<file path="config.mk">
export PLATFORM = sky130hd
export DESIGN_NAME = mmhp_lerp
export DESIGN_NICKNAME = d
export VERILOG_FILES = /design/src/sv/mmhp_pkg.sv /design/src/sv/mmhp_lerp.sv
export SDC_FILE = /design/constraint.sdc
export NUM_CORES = 1
export LEC_CHECK = 0
export CAP_MARGIN = 15
export CORE_ASPECT_RATIO = 1.75
export CORE_MARGIN = 5
export CORE_UTILIZATION = 50
export DETAILED_ROUTE_END_ITERATION = 10
export DONT_BUFFER_PORTS = 1
export GPL_TIMING_DRIVEN = 0
export SLEW_MARGIN = 20
export SYNTH_ARGS = -nofsm -noshare
export SYNTH_HDL_FRONTEND = slang
export SYNTH_SLANG_ARGS = --single-unit
</file>
<file path="constraint.sdc">
create_clock -name vclk -period 21.4
set_input_delay 1.07 -clock vclk [all_inputs]
set_output_delay 1.07 -clock vclk [all_outputs]
set_load 0.1 [all_outputs]
</file>
<file path="src/sv/mmhp_pkg.sv">
// shared constants, codes and level geometry helpers for the min/max height pyramid
package mmhp_pkg;

	localparam int LEVEL_COUNT_DEF = 7;
	localparam int GRID_SIDE_DEF   = 64;

	localparam int POS_W  = 32;
	localparam int EXT_W  = 31;
	localparam int HGT_W  = 16;
	localparam int OUT_W  = 17;
	localparam int OFS_W  = 15;
	localparam int CHK_W  = 5;
	localparam int CELL_W = 6;
	localparam int LVL_W  = 4;
	localparam int CFG_IW = 3;
	localparam int SHV_W  = 42;
	localparam int SHA_W  = 6;
	localparam int FRC_W  = 8;

	localparam logic [1:0] OP_WRITE = 2'd0;
	localparam logic [1:0] OP_PATCH = 2'd1;
	localparam logic [1:0] OP_POINT = 2'd2;

	localparam logic [CFG_IW-1:0] CFG_ORIGIN_X = 3'd0;
	localparam logic [CFG_IW-1:0] CFG_ORIGIN_Y = 3'd1;
	localparam logic [CFG_IW-1:0] CFG_CHUNK    = 3'd2;
	localparam logic [CFG_IW-1:0] CFG_DOWN     = 3'd3;
	localparam logic [CFG_IW-1:0] CFG_UP       = 3'd4;

	localparam logic [CHK_W-1:0] CHUNK_RESET = 5'd8;

	function automatic int lvl_side(input int g, input int k);
		int s;
		s = g >> k;
		if (s == 0) s = 1;
		return s;
	endfunction

	function automatic int lvl_base(input int g, input int k);
		int b;
		b = 0;
		for (int j = 0; j < k; j++) b = b + lvl_side(g, j) * lvl_side(g, j);
		return b;
	endfunction

	function automatic int store_depth(input int g, input int l);
		return lvl_base(g, l);
	endfunction

endpackage

</file>
<file path="src/sv/mmhp_lerp.sv">
// shared 8-bit fraction lerp, rounding toward minus infinity
module mmhp_lerp import mmhp_pkg::*; (
	input  logic signed [HGT_W-1:0] a,
	input  logic signed [HGT_W-1:0] b,
	input  logic [FRC_W-1:0]        f,
	output logic signed [HGT_W-1:0] y
);

	logic signed [HGT_W:0]         d;
	logic signed [HGT_W+FRC_W+1:0] p;
	logic signed [HGT_W+FRC_W+1:0] r;

	always_comb begin
		d = (HGT_W+1)'(b) - (HGT_W+1)'(a);
		p = (HGT_W+FRC_W+2)'(d) * $signed({2'b0, f});
		r = (HGT_W+FRC_W+2)'(a) + (p >>> FRC_W);
		y = r[HGT_W-1:0];
	end

endmodule

</file>
Word-level counts from Yosys, hierarchy flattened

Cells that the tools add are included.

$add $sub $neg: 2
Multiply operators: 1

Operators with widths:

| kind                                           | count |
|---|---|
| 17-bit by 9-bit multiplier with 24-bit output  | 1 |
| 16-bit by 16-bit subtractor with 17-bit output | 1 |
| 16-bit adder                                   | 1 |

Flip-flop bits (word level): 0
Logic and storage cells: 3
Output and inout bits: 16

Logic depth before layout (Yosys ltp)

Depth in word-level cells: 3
Mapped depth: 34
Depth with buffers taken out: 34

Worst setup path after synthesis

Ideal clock, no wire load.

Path kind: input to output
Start point: in b[0]
End point: out y[14]
Arrival: 11.045 ns
Stages on the path: 34
Slack: 9.285 ns
Cells stage by stage: inv_1 -> ha_1 -> fa_1 -> nor2b_1 -> o31a_1 -> o21ai_0 -> a21oi_1 -> o21a_1 -> nor2_1 -> xnor2_1 -> nand2_1 -> fa_1 -> inv_1 -> fa_1 -> fa_1 -> inv_1 -> fa_1 -> inv_1 -> ha_1 -> a21oi_1 -> o21ai_1 -> a21oi_1 -> nor2b_1 -> o21a_1 -> nor2_1 -> xnor2_1 -> ha_1 -> inv_1 -> o21bai_1 -> a21oi_1 -> o21bai_1 -> a211oi_1 -> or3_1 -> o311ai_0

Longest elaborated chain between the ends: 3

RTL lines:

| item                                           | line            | RTL |
|---|---|---|
| start, declared                                | mmhp_lerp.sv:4  | `input logic signed [HGT_W-1:0] b,` |
| 16-bit by 16-bit subtractor with 17-bit output | mmhp_lerp.sv:14 | `d = (HGT_W+1)'(b) - (HGT_W+1)'(a);` |
| 17-bit by 9-bit multiplier with 24-bit output  | mmhp_lerp.sv:15 | `p = (HGT_W+FRC_W+2)'(d) * $signed({2'b0, f});` |
| 16-bit adder                                   | mmhp_lerp.sv:16 | `r = (HGT_W+FRC_W+2)'(a) + (p >>> FRC_W);` |
| end, declared                                  | mmhp_lerp.sv:6  | `output logic signed [HGT_W-1:0] y` |

No other way between the ends.

Worst setup path in the final report

Start point: in a[1]
End point: out y[15]

Longest elaborated chain between the ends: 3

RTL lines:

| item                                           | line            | RTL |
|---|---|---|
| start, declared                                | mmhp_lerp.sv:3  | `input logic signed [HGT_W-1:0] a,` |
| 16-bit by 16-bit subtractor with 17-bit output | mmhp_lerp.sv:14 |  |
| 17-bit by 9-bit multiplier with 24-bit output  | mmhp_lerp.sv:15 |  |
| 16-bit adder (*)                               | mmhp_lerp.sv:16 |  |

Every way passes the cells marked *; elsewhere a longest branch is shown, timed or not.

==> run summary <==
status: complete, no violations
final hold slack: 2.601 ns
post-synthesis cell type count: 47
Residual DRC: 0
die area: 0.01420 sq mm
Placer Congestion: 0.8766
worst hold path type: input port to output port
maxcap violations: 0
ant diodes: 0
Slew @ Worst Pin: 1.165 ns
pin count of the biggest net entering global routing: 11
slowest CP cell: o31ai_1
slew margin rel.: 0.2227
Cell Area, Synth: 0.005921 sq mm
multi-input gate area in the final layout: 0.005285 sq mm
GR Overflow Total: 0
Yosys warnings: 0
Final Hold Fails: 0
layout cells sized above 1: 0.04839
crit path DAT: 9.64 ns
Max Freq: 93.36 MHz
Rows: 52
detailed-route via count: 4808
Period Utilization, post-route: 0.5005
layout filler cell count: 1158
register area: 0 sq um
Yosys top cell by area: fa_1
setup bufs post-CTS: 0
vias in the first global route: 5158
Area contributors post-synth: fa_1 35%, ha_1 16%, inv_1 11%, xnor2_1 5.5%, nand2_1 4.9%
total negative slack: 0 ns
max incr delay on CP: 0.92 ns
via-per-instance ratio: 5.470
post-CTS resize count: 0
post-detail-place hpwl: 13030 um
core area: 0.01158 sq mm
Die Ht: 154.0 um
crit path time final: 10.71 ns
Syn Area/Cell: 8.099 sq um
CLK BUF: 0
WP data required: 20.33 ns
crit end category: output port
CP Launch Type: input port
RSZ-0062 raised after global routing: no
slack of the critical path: 10.69 ns
hold_buf cts: 0
WL/cell: 16.77 um
fin. max-slew vios: 0
Starting Density: 0.5112
initial antenna violation count: 0
setup violators final: 0
share of the synthesized area in the top cell type: 0.3516
port buffer count: 0
Syn Inst Count: 731
total track usage: 0.2131
critical path class: input port to output port
first drt pass iteration count: 4
initial DRC count: 160
routed wire length: 14750 um
Die Width: 92.26 um
syn_nets: 950
area grow syn2layout: 7.925%
ANT nets after route: 0
IO Pins: 56
worst-path fanout max: 8
DP Worst Slack: 10.72 ns
final net count: 965
sequential area share after synthesis: 0
first-pass GRT wire length: 24530 um
seq_cells: 0
worst max-delay path, delay by kind of cell:
kind	cells	cell delay, ns
compound gates	12	3.49
fa+ha+maj	7	2.88
simple gates	4	1.02
xor+xnor	3	0.79
buf+inv	5	0.40
layout make-up:
cell class | instances | area share
Buffer | 17 | 0.01018
Inverter | 180 | 0.1057
Timing Repair Buffer | 13 | 0.03055
Multi-Input combinational cell | 534 | 0.8271
Tap cell | 135 | 0.02643
metal layers:
| metal | up-vias | part of all wire | global-route usage |
|---|---|---|---|
| li1 | 2298 | - | - |
| met1 | 2404 | 0.35 | 0.2283 |
| met2 | 79 | 0.61 | 0.4463 |
| met3 | 27 | 0.019 | 0.008313 |
| met4 | 0 | 0.024 | 0.04323 |
| met5 | - | 0 | 0 |
cell usage in the layout, fill, tap and decap left out, types with 9 or more instances in the layout:
cell type | synthesis | routed
buf_8 | 0 | 13
a21oi_1 | 24 | 24
inv_1 | 180 | 180
o21a_1 | 10 | 10
fa_1 | 104 | 104
nor2_1 | 26 | 26
and2_1 | 39 | 39
clkbuf_1 | 16 | 16
o21ai_0 | 10 | 10
and3_1 | 9 | 9
nor2b_1 | 13 | 13
ha_1 | 75 | 75
xnor2_2 | 0 | 12
nand2_1 | 77 | 77
nand2b_1 | 15 | 15
nand3_1 | 15 | 15
xnor2_1 | 37 | 25
stage by stage:
step | instance area, sq um | utilization | instances
after floorplan | 5921 | - | 731
after global placement | 6090 | 0.5258 | 866
after detailed placement | 6390 | 0.5518 | 879
after CTS | 6390 | 0.5518 | 879
after global routing | 6390 | 0.5518 | 879
final | 6390 | 0.5518 | 879
Yosys cell counts, types with 3 or more instances:
cell type,n
inv_1,180
fa_1,104
nand2_1,77
ha_1,75
and2_1,39
xnor2_1,37
nor2_1,26
a21oi_1,24
clkbuf_1,16
nand2b_1,15
nand3_1,15
nor2b_1,13
o21a_1,10
o21ai_0,10
and3_1,9
nor3_1,6
or3_1,6
a211oi_1,5
mux2_2,5
o31ai_1,5
or4_1,5
xor2_1,5
a21o_1,4
o21ai_1,4
o21bai_1,4
a21boi_0,3
mux2i_1,3
cells by family (layout without fill, tap and decap cells):
kind of cell / count (synthesis) / count (layout) / synth area share
and+or+nand+nor: 216 / 216 / 0.1830
buffers and inverters: 197 / 210 / 0.1251
adders and majority gates: 179 / 179 / 0.5101
AOI/OAI and AO/OA: 88 / 88 / 0.1012
xor gates and xnor gates: 43 / 43 / 0.06593
muxes: 8 / 8 / 0.01458
final timing paths:
path | start | to | slack (ns) | cells past startpoint
worst max-delay path | a[1] | y[15] | 10.69 | 31
worst min-delay path | a[5] | y[5] | 2.60 | 3
Power is not shown: default switching activity piles up to over one toggle a cycle in this logic, so the estimate is an artifact.
