==> config.mk <==
export PLATFORM = sky130hd
export DESIGN_NAME = mmhp_shift
export DESIGN_NICKNAME = d
export VERILOG_FILES = /design/src/sv/mmhp_pkg.sv /design/src/sv/mmhp_shift.sv
export SDC_FILE = /design/constraint.sdc
export NUM_CORES = 1
export LEC_CHECK = 0
export ABC_AREA = 1
export ABC_CLOCK_PERIOD_IN_PS = 13180
export BUFFER_PORTS_ARGS = -buffer_cell sky130_fd_sc_hd__buf_2
export CORE_ASPECT_RATIO = 0.6
export CORE_MARGIN = 3
export CORE_UTILIZATION = 50
export DETAILED_ROUTE_END_ITERATION = 16
export PLACE_DENSITY = 0.73
export SYNTH_ARGS = -nofsm -noshare
export SYNTH_HDL_FRONTEND = slang
export SYNTH_SLANG_ARGS = --single-unit
==> constraint.sdc <==
create_clock -name vclk -period 13.18
set_input_delay 1.318 -clock vclk [all_inputs]
set_output_delay 1.318 -clock vclk [all_outputs]
set_load 0.02 [all_outputs]
==> src/sv/mmhp_pkg.sv <==
// shared constants, codes and level geometry helpers for the min/max height pyramid
package mmhp_pkg;

	localparam int LEVEL_COUNT_DEF = 7;
	localparam int GRID_SIDE_DEF   = 64;

	localparam int POS_W  = 32;
	localparam int EXT_W  = 31;
	localparam int HGT_W  = 16;
	localparam int OUT_W  = 17;
	localparam int OFS_W  = 15;
	localparam int CHK_W  = 5;
	localparam int CELL_W = 6;
	localparam int LVL_W  = 4;
	localparam int CFG_IW = 3;
	localparam int SHV_W  = 42;
	localparam int SHA_W  = 6;
	localparam int FRC_W  = 8;

	localparam logic [1:0] OP_WRITE = 2'd0;
	localparam logic [1:0] OP_PATCH = 2'd1;
	localparam logic [1:0] OP_POINT = 2'd2;

	localparam logic [CFG_IW-1:0] CFG_ORIGIN_X = 3'd0;
	localparam logic [CFG_IW-1:0] CFG_ORIGIN_Y = 3'd1;
	localparam logic [CFG_IW-1:0] CFG_CHUNK    = 3'd2;
	localparam logic [CFG_IW-1:0] CFG_DOWN     = 3'd3;
	localparam logic [CFG_IW-1:0] CFG_UP       = 3'd4;

	localparam logic [CHK_W-1:0] CHUNK_RESET = 5'd8;

	function automatic int lvl_side(input int g, input int k);
		int s;
		s = g >> k;
		if (s == 0) s = 1;
		return s;
	endfunction

	function automatic int lvl_base(input int g, input int k);
		int b;
		b = 0;
		for (int j = 0; j < k; j++) b = b + lvl_side(g, j) * lvl_side(g, j);
		return b;
	endfunction

	function automatic int store_depth(input int g, input int l);
		return lvl_base(g, l);
	endfunction

endpackage

==> src/sv/mmhp_shift.sv <==
// shared floor-shift and clamp unit turning a world offset into a cell coordinate
module mmhp_shift import mmhp_pkg::*; #(
	parameter int CW = 6
) (
	input  logic signed [SHV_W-1:0] val,
	input  logic [SHA_W-1:0]        amt,
	input  logic                    point,
	input  logic                    inc,
	input  logic [CW:0]             side,
	output logic [CW-1:0]           coord,
	output logic [FRC_W-1:0]        frac
);

	logic signed [SHV_W-1:0] t;
	logic signed [SHV_W:0]   te;
	logic signed [SHV_W:0]   c;
	logic signed [SHV_W:0]   c2;
	logic signed [SHV_W:0]   lim;

	always_comb begin
		t    = val >>> amt;
		frac = t[FRC_W-1:0];
		te   = (SHV_W+1)'(t);
		c    = point ? (te >>> FRC_W) : te;
		c2   = c + (SHV_W+1)'(inc && point && (frac != '0));
		lim  = $signed((SHV_W+1)'(side)) - (SHV_W+1)'(1);
		if (c2 < 0) begin
			coord = '0;
		end else if (c2 > lim) begin
			coord = CW'(lim);
		end else begin
			coord = CW'(c2);
		end
	end

endmodule

# Word-level counts from Yosys, hierarchy flattened
# Index checks and enable logic that the tools add are counted.
[totals]
ff_bits = 0
latchBits = 0
ramBits = 0
rom_bits = 0
in_bits = 57
output_inout_bits = 14
wordCells = 11
memories = 0
[op_classes]
n_addsub = 2
multipliers = 0
div_mod_pow = 0
magnitude_cmp = 2
n_eq_ne = 0
shift = 1
mux = 3
bitwise_logic = 0
n_reduce_logical = 3
[op_table]
columns = ["operator", "n"]
rows = [
  ["42-bit by 2-bit adder with 43-bit output", 1],
  ["43-bit by 8-bit > comparator with 1-bit output", 1],
  ["43-bit by 1-bit < comparator with 1-bit output, second input constant", 1],
  ["42-bit by 6-bit >>> shifter with 42-bit output", 1],
  ["41-bit 2-to-1 mux", 1],
  ["6-bit 2-to-1 mux", 2],
  ["8-bit nonzero test", 1],
  ["7-bit by 1-bit subtractor with 8-bit output, second input constant", 1],
  ["1-bit logical AND", 2],
]

# Logic depth before layout (Yosys ltp)
[depth]
word_depth = 7
ltp_mapped = 40

# Least setup slack after synthesis
# No wires, ideal clock.
[synth_timing]
path_type = "input to output"
startpoint = "input amt[0]"
endpoint = "output coord[0]"
arrival_ns = 5.509
required_time_ns = 11.862
path_slack_ns = 6.353
path_stages = 34
path_cell_list = "buf_6 inv_6 buf_8 nand2_1 nand3_1 nand3_1 nand3_1 nand2_1 nand2_1 nand2_1 a21oi_1 nor4_1 a21oi_1 ha_1 ha_1 nand2_2 nor2_4 nand3_4 nor2_2 buf_6 nand3_1 nand2_1 nand2_1 ha_1 nand2_1 nor2_1 nand3_1 nor4_1 nand4_1 nand3_1 nand2_1 nand3_1 o21ai_0 a21oi_2"
[synth_between]
elab_chain_len = 7
[synth_rtl]
columns = ["item", "line_no", "source"]
rows = [
  ["from (decl)", "mmhp_shift.sv:6", "input logic [SHA_W-1:0] amt,"],
  ["42-bit by 6-bit >>> shifter with 42-bit output (*)", "mmhp_shift.sv:21", "t = val >>> amt;"],
  ["named net frac[2]", "mmhp_shift.sv:11", "output logic [FRC_W-1:0] frac"],
  ["8-bit nonzero test", "mmhp_shift.sv:25", "c2 = c + (SHV_W+1)'(inc && point && (frac != '0));"],
  ["1-bit logical AND", "mmhp_shift.sv:25", ""],
  ["42-bit by 2-bit adder with 43-bit output (*)", "mmhp_shift.sv:25", ""],
  ["43-bit by 8-bit > comparator with 1-bit output", "mmhp_shift.sv:29", "end else if (c2 > lim) begin"],
  ["6-bit 2-to-1 mux", "mmhp_shift.sv:29", ""],
  ["6-bit 2-to-1 mux (*)", "mmhp_shift.sv:27", "if (c2 < 0) begin"],
  ["to (decl)", "mmhp_shift.sv:10", "output logic [CW-1:0] coord,"],
]
# Mark *: on every way through the listed nets, which the timed path passes. The rest lies on a longest branch.

# Worst setup path in the final report
[layout_timing]
startpoint = "input amt[2]"
endpoint = "output coord[5]"
[layout_between]
elab_chain_len = 7
[layout_rtl]
columns = ["item", "line_no"]
rows = [
  ["42-bit by 6-bit >>> shifter with 42-bit output (*)", "mmhp_shift.sv:21"],
  ["8-bit nonzero test", "mmhp_shift.sv:25"],
  ["1-bit logical AND", "mmhp_shift.sv:25"],
  ["42-bit by 2-bit adder with 43-bit output (*)", "mmhp_shift.sv:25"],
  ["43-bit by 8-bit > comparator with 1-bit output", "mmhp_shift.sv:29"],
  ["6-bit 2-to-1 mux", "mmhp_shift.sv:29"],
  ["6-bit 2-to-1 mux (*)", "mmhp_shift.sv:27"],
]
# Mark *: on every way between the ends. The rest lies on a longest branch, timed or not.

==> impl_metrics.toml <==
[finish]
final_net_count = 1316
layout.sequential_cells = 0
final.fill_count = 1286
clockBufferCount = 0
layout-drive-gt1-share_pct = 11.0
synth_to_layout_area_growth_pct = 4.33
regArea_um2 = 0
antenna_cells = 0

[yosys]
yosysUniqueCellTypes = 38
synth_area_per_cell_um2 = 5.00
synth.cells.most_frequent = "sky130_fd_sc_hd__nand2_1, sky130_fd_sc_hd__nand3_1, sky130_fd_sc_hd__inv_1"
yosys.area.top_type = "sky130_fd_sc_hd__nand3_1"
mappedNetlistNets = 1299
fraction_of_synthesized_cell_area_taken_by_the_top_area_cell_type_pct = 27.7
post_synth_main_area_contributors = "sky130_fd_sc_hd__nand3_1, sky130_fd_sc_hd__nand2_1, sky130_fd_sc_hd__ha_1, sky130_fd_sc_hd__nand4_1, sky130_fd_sc_hd__inv_1"
synth-seq-area-share_pct = 0
postSynthCellCount = 1196
post_synth_instance_area_um2 = 5980
count_leader_synth = "sky130_fd_sc_hd__nand2_1"
yosysWarnings = 0

[power_and_ir_drop]
leakagePower_nw = 3.26
total_power_mw = 0.274
power.ir.vdd_worst_uv = 15.9
power-per-cell-area_nw_per_um2 = 43.9

[timing]
hold_viol = 0
min_period_ps = 8860
setup_tns_ps = 0
unrepaired_setup_endpoints_after_global_routing = "no"
timing_worst_slew_pin_value_ps = 1180
maxSlewHeadroom_pct = 20.9
fmax_mhz = 113
report.final.setup_viol = 0
min_period_over_period_pct = 67.2
maxSlewViolCount = 0

[grt]
number_of_antenna_violations_at_the_first_check_in_global_routing = 0
grt_remaining_overflow = 0
grt_start_max_net_pins = 49
first_global_vias = 6978
grt_first_pass_wirelength_mm = 34.4
global_route.usage.total_pct = 30.0

[critical_path]
worst-endpoint-required_ps = 11860
crit_path_start_kind = "input port"
path_class = "in -> out"
critPathMaxStageDelay_ps = 960
timing.critical_path.slowest_stage_cell = "sky130_fd_sc_hd__inv_1"
critical_path.endpoint_type = "output pin"
timing.critical_path.mode_cell = "sky130_fd_sc_hd__nand2_1"
worst_ep_arrival_time_ps = 7540
crit_path_max_fanout = 41

[floorplanning]
start_util_pct = 52.1
core_um2 = 11500
die_x_um = 147
floorplan.die_area_um2 = 13400
io_pins = 71
die_h_um = 90.7
core.rowCount = 30

[drt]
routed-via-count = 8151
route.antenna.remaining_nets = 0
remaining_drc_errors = 0
detail_route.iter0.violations = 1232
totalWireLength_mm = 20.5
route.detailed.wl_per_inst_um = 15.0
drt_first_pass_iters = 8
vias_per_cell = 5.95

[worst_hold_path]
timing.hold.worst.start = "amt[5]"
hold-path-cell-count = 4
worstHoldPathType = "in -> out"
timing.hold.worst_endpoint = "frac[4]"

[clock_network]
ctsResizeCount = 0
cts_hold_buf = 0
post-cts-setup-buffers = 0

[job]
drv_cap = 0

[place]
numPortBuffers = 71
gp_routability_congestion = 1.01
dpl.hpwl_mm = 17.0

[outcome]
outcome = "completed"
## how the worst max path moves through the flow
| stage | endpoint | from |
|---|---|---|
| finish | coord[5] | amt[2] |
| global placement | coord[5] | amt[1] |
| detailed placement | coord[2] | amt[2] |
| CTS | coord[2] | amt[2] |
| floorplan | coord[0] | amt[0] |
| global route | coord[2] | amt[2] |
## cell families (layout without fill, tap and decap cells)
logic type	count (synthesis)	count (layout)	synth area share, %
AND/OR/NAND/NOR	924	924	70.8
buffers and inverters	143	158	10.7
AO/OA/AOI/OAI	64	64	5.98
adder cells (fa/ha/maj)	46	46	9.62
XOR/XNOR	19	19	2.91
## critical path, delay by kind of cell
kind / cells / cell delay [ps]
and+or+nand+nor: 25 / 3850
AOI/OAI and AO/OA: 2 / 250
buffers and inverters: 3 / 1450
adders and majority gates: 3 / 670
## per-layer routing
metal / part of all wire, % / wire [um] / track usage (%)
met5: 0 / 0 / 0
met4: 0.48 / 98 / 1.78
met3: 14 / 2830 / 6.22
met2: 36 / 7380 / 39.8
met1: 50 / 10200 / 49.7
## layout by cell type (no fill, tap or decap)
| cell | netlist | final |
|---|---|---|
| sky130_fd_sc_hd__buf_2 | 21 | 71 |
| sky130_fd_sc_hd__o2111ai_1 | 1 | 1 |
| sky130_fd_sc_hd__nor2_4 | 9 | 9 |
| sky130_fd_sc_hd__nand2_4 | 2 | 2 |
| sky130_fd_sc_hd__nand3b_1 | 2 | 2 |
| sky130_fd_sc_hd__o21a_1 | 1 | 1 |
| sky130_fd_sc_hd__a21oi_2 | 6 | 6 |
| sky130_fd_sc_hd__buf_4 | 5 | 4 |
| sky130_fd_sc_hd__xor2_1 | 16 | 16 |
| sky130_fd_sc_hd__o21ai_0 | 15 | 15 |
| sky130_fd_sc_hd__nor4_1 | 10 | 10 |
| sky130_fd_sc_hd__and2_0 | 1 | 1 |
| sky130_fd_sc_hd__inv_1 | 70 | 70 |
| sky130_fd_sc_hd__nand4_1 | 50 | 50 |
| sky130_fd_sc_hd__nor2_1 | 52 | 52 |
| sky130_fd_sc_hd__ha_1 | 46 | 46 |
| sky130_fd_sc_hd__nor2_2 | 15 | 15 |
| sky130_fd_sc_hd__nor3_1 | 10 | 10 |
| sky130_fd_sc_hd__xnor2_1 | 2 | 2 |
| sky130_fd_sc_hd__and2_1 | 1 | 1 |
| sky130_fd_sc_hd__a21oi_1 | 33 | 33 |
| sky130_fd_sc_hd__o21ai_1 | 4 | 4 |
| sky130_fd_sc_hd__o211ai_1 | 3 | 3 |
| sky130_fd_sc_hd__inv_6 | 1 | 1 |
| sky130_fd_sc_hd__nand2_1 | 427 | 427 |
| sky130_fd_sc_hd__nand2_2 | 8 | 8 |
| sky130_fd_sc_hd__xor2_2 | 1 | 1 |
| sky130_fd_sc_hd__nand3_4 | 1 | 1 |
| sky130_fd_sc_hd__nand3_1 | 331 | 331 |
| sky130_fd_sc_hd__a31oi_1 | 1 | 1 |
| sky130_fd_sc_hd__nand3_2 | 2 | 2 |
| sky130_fd_sc_hd__nor3b_1 | 2 | 2 |
| sky130_fd_sc_hd__inv_2 | 12 | 12 |
| sky130_fd_sc_hd__or2_2 | 1 | 1 |
## cell type report
class	count	area (um2)	area share [%]
tap	160	200	3.21
multi-input combinational	1053	5340	85.6
inverter	83	317	5.07
timing repair buffer	75	385	6.17
## where the power goes
part,leakage [nW],switching (mW),internal (mW)
Clock,0,0,0
Combinational,3.26,0.188,0.0860
Sequential,0,0,0
Total,3.26,0.188,0.0860
## metrics by stage
step           hold slack (ps)  util, %  std cells  setup WS, ps  instance area, um2
4_1_cts                   3140     54.4       1371          4550                6240
3_5_place_dp              3140     54.4       1371          4570                6240
3_3_place_gp              3140     54.4       1371          4730                6240
6_report                  3160     54.4       1371          4320                6240
2_1_floorplan             2900        -       1196          6350                5980
5_1_grt                   3180     54.4       1371          3440                6240
(Power assumes the default switching activity.)
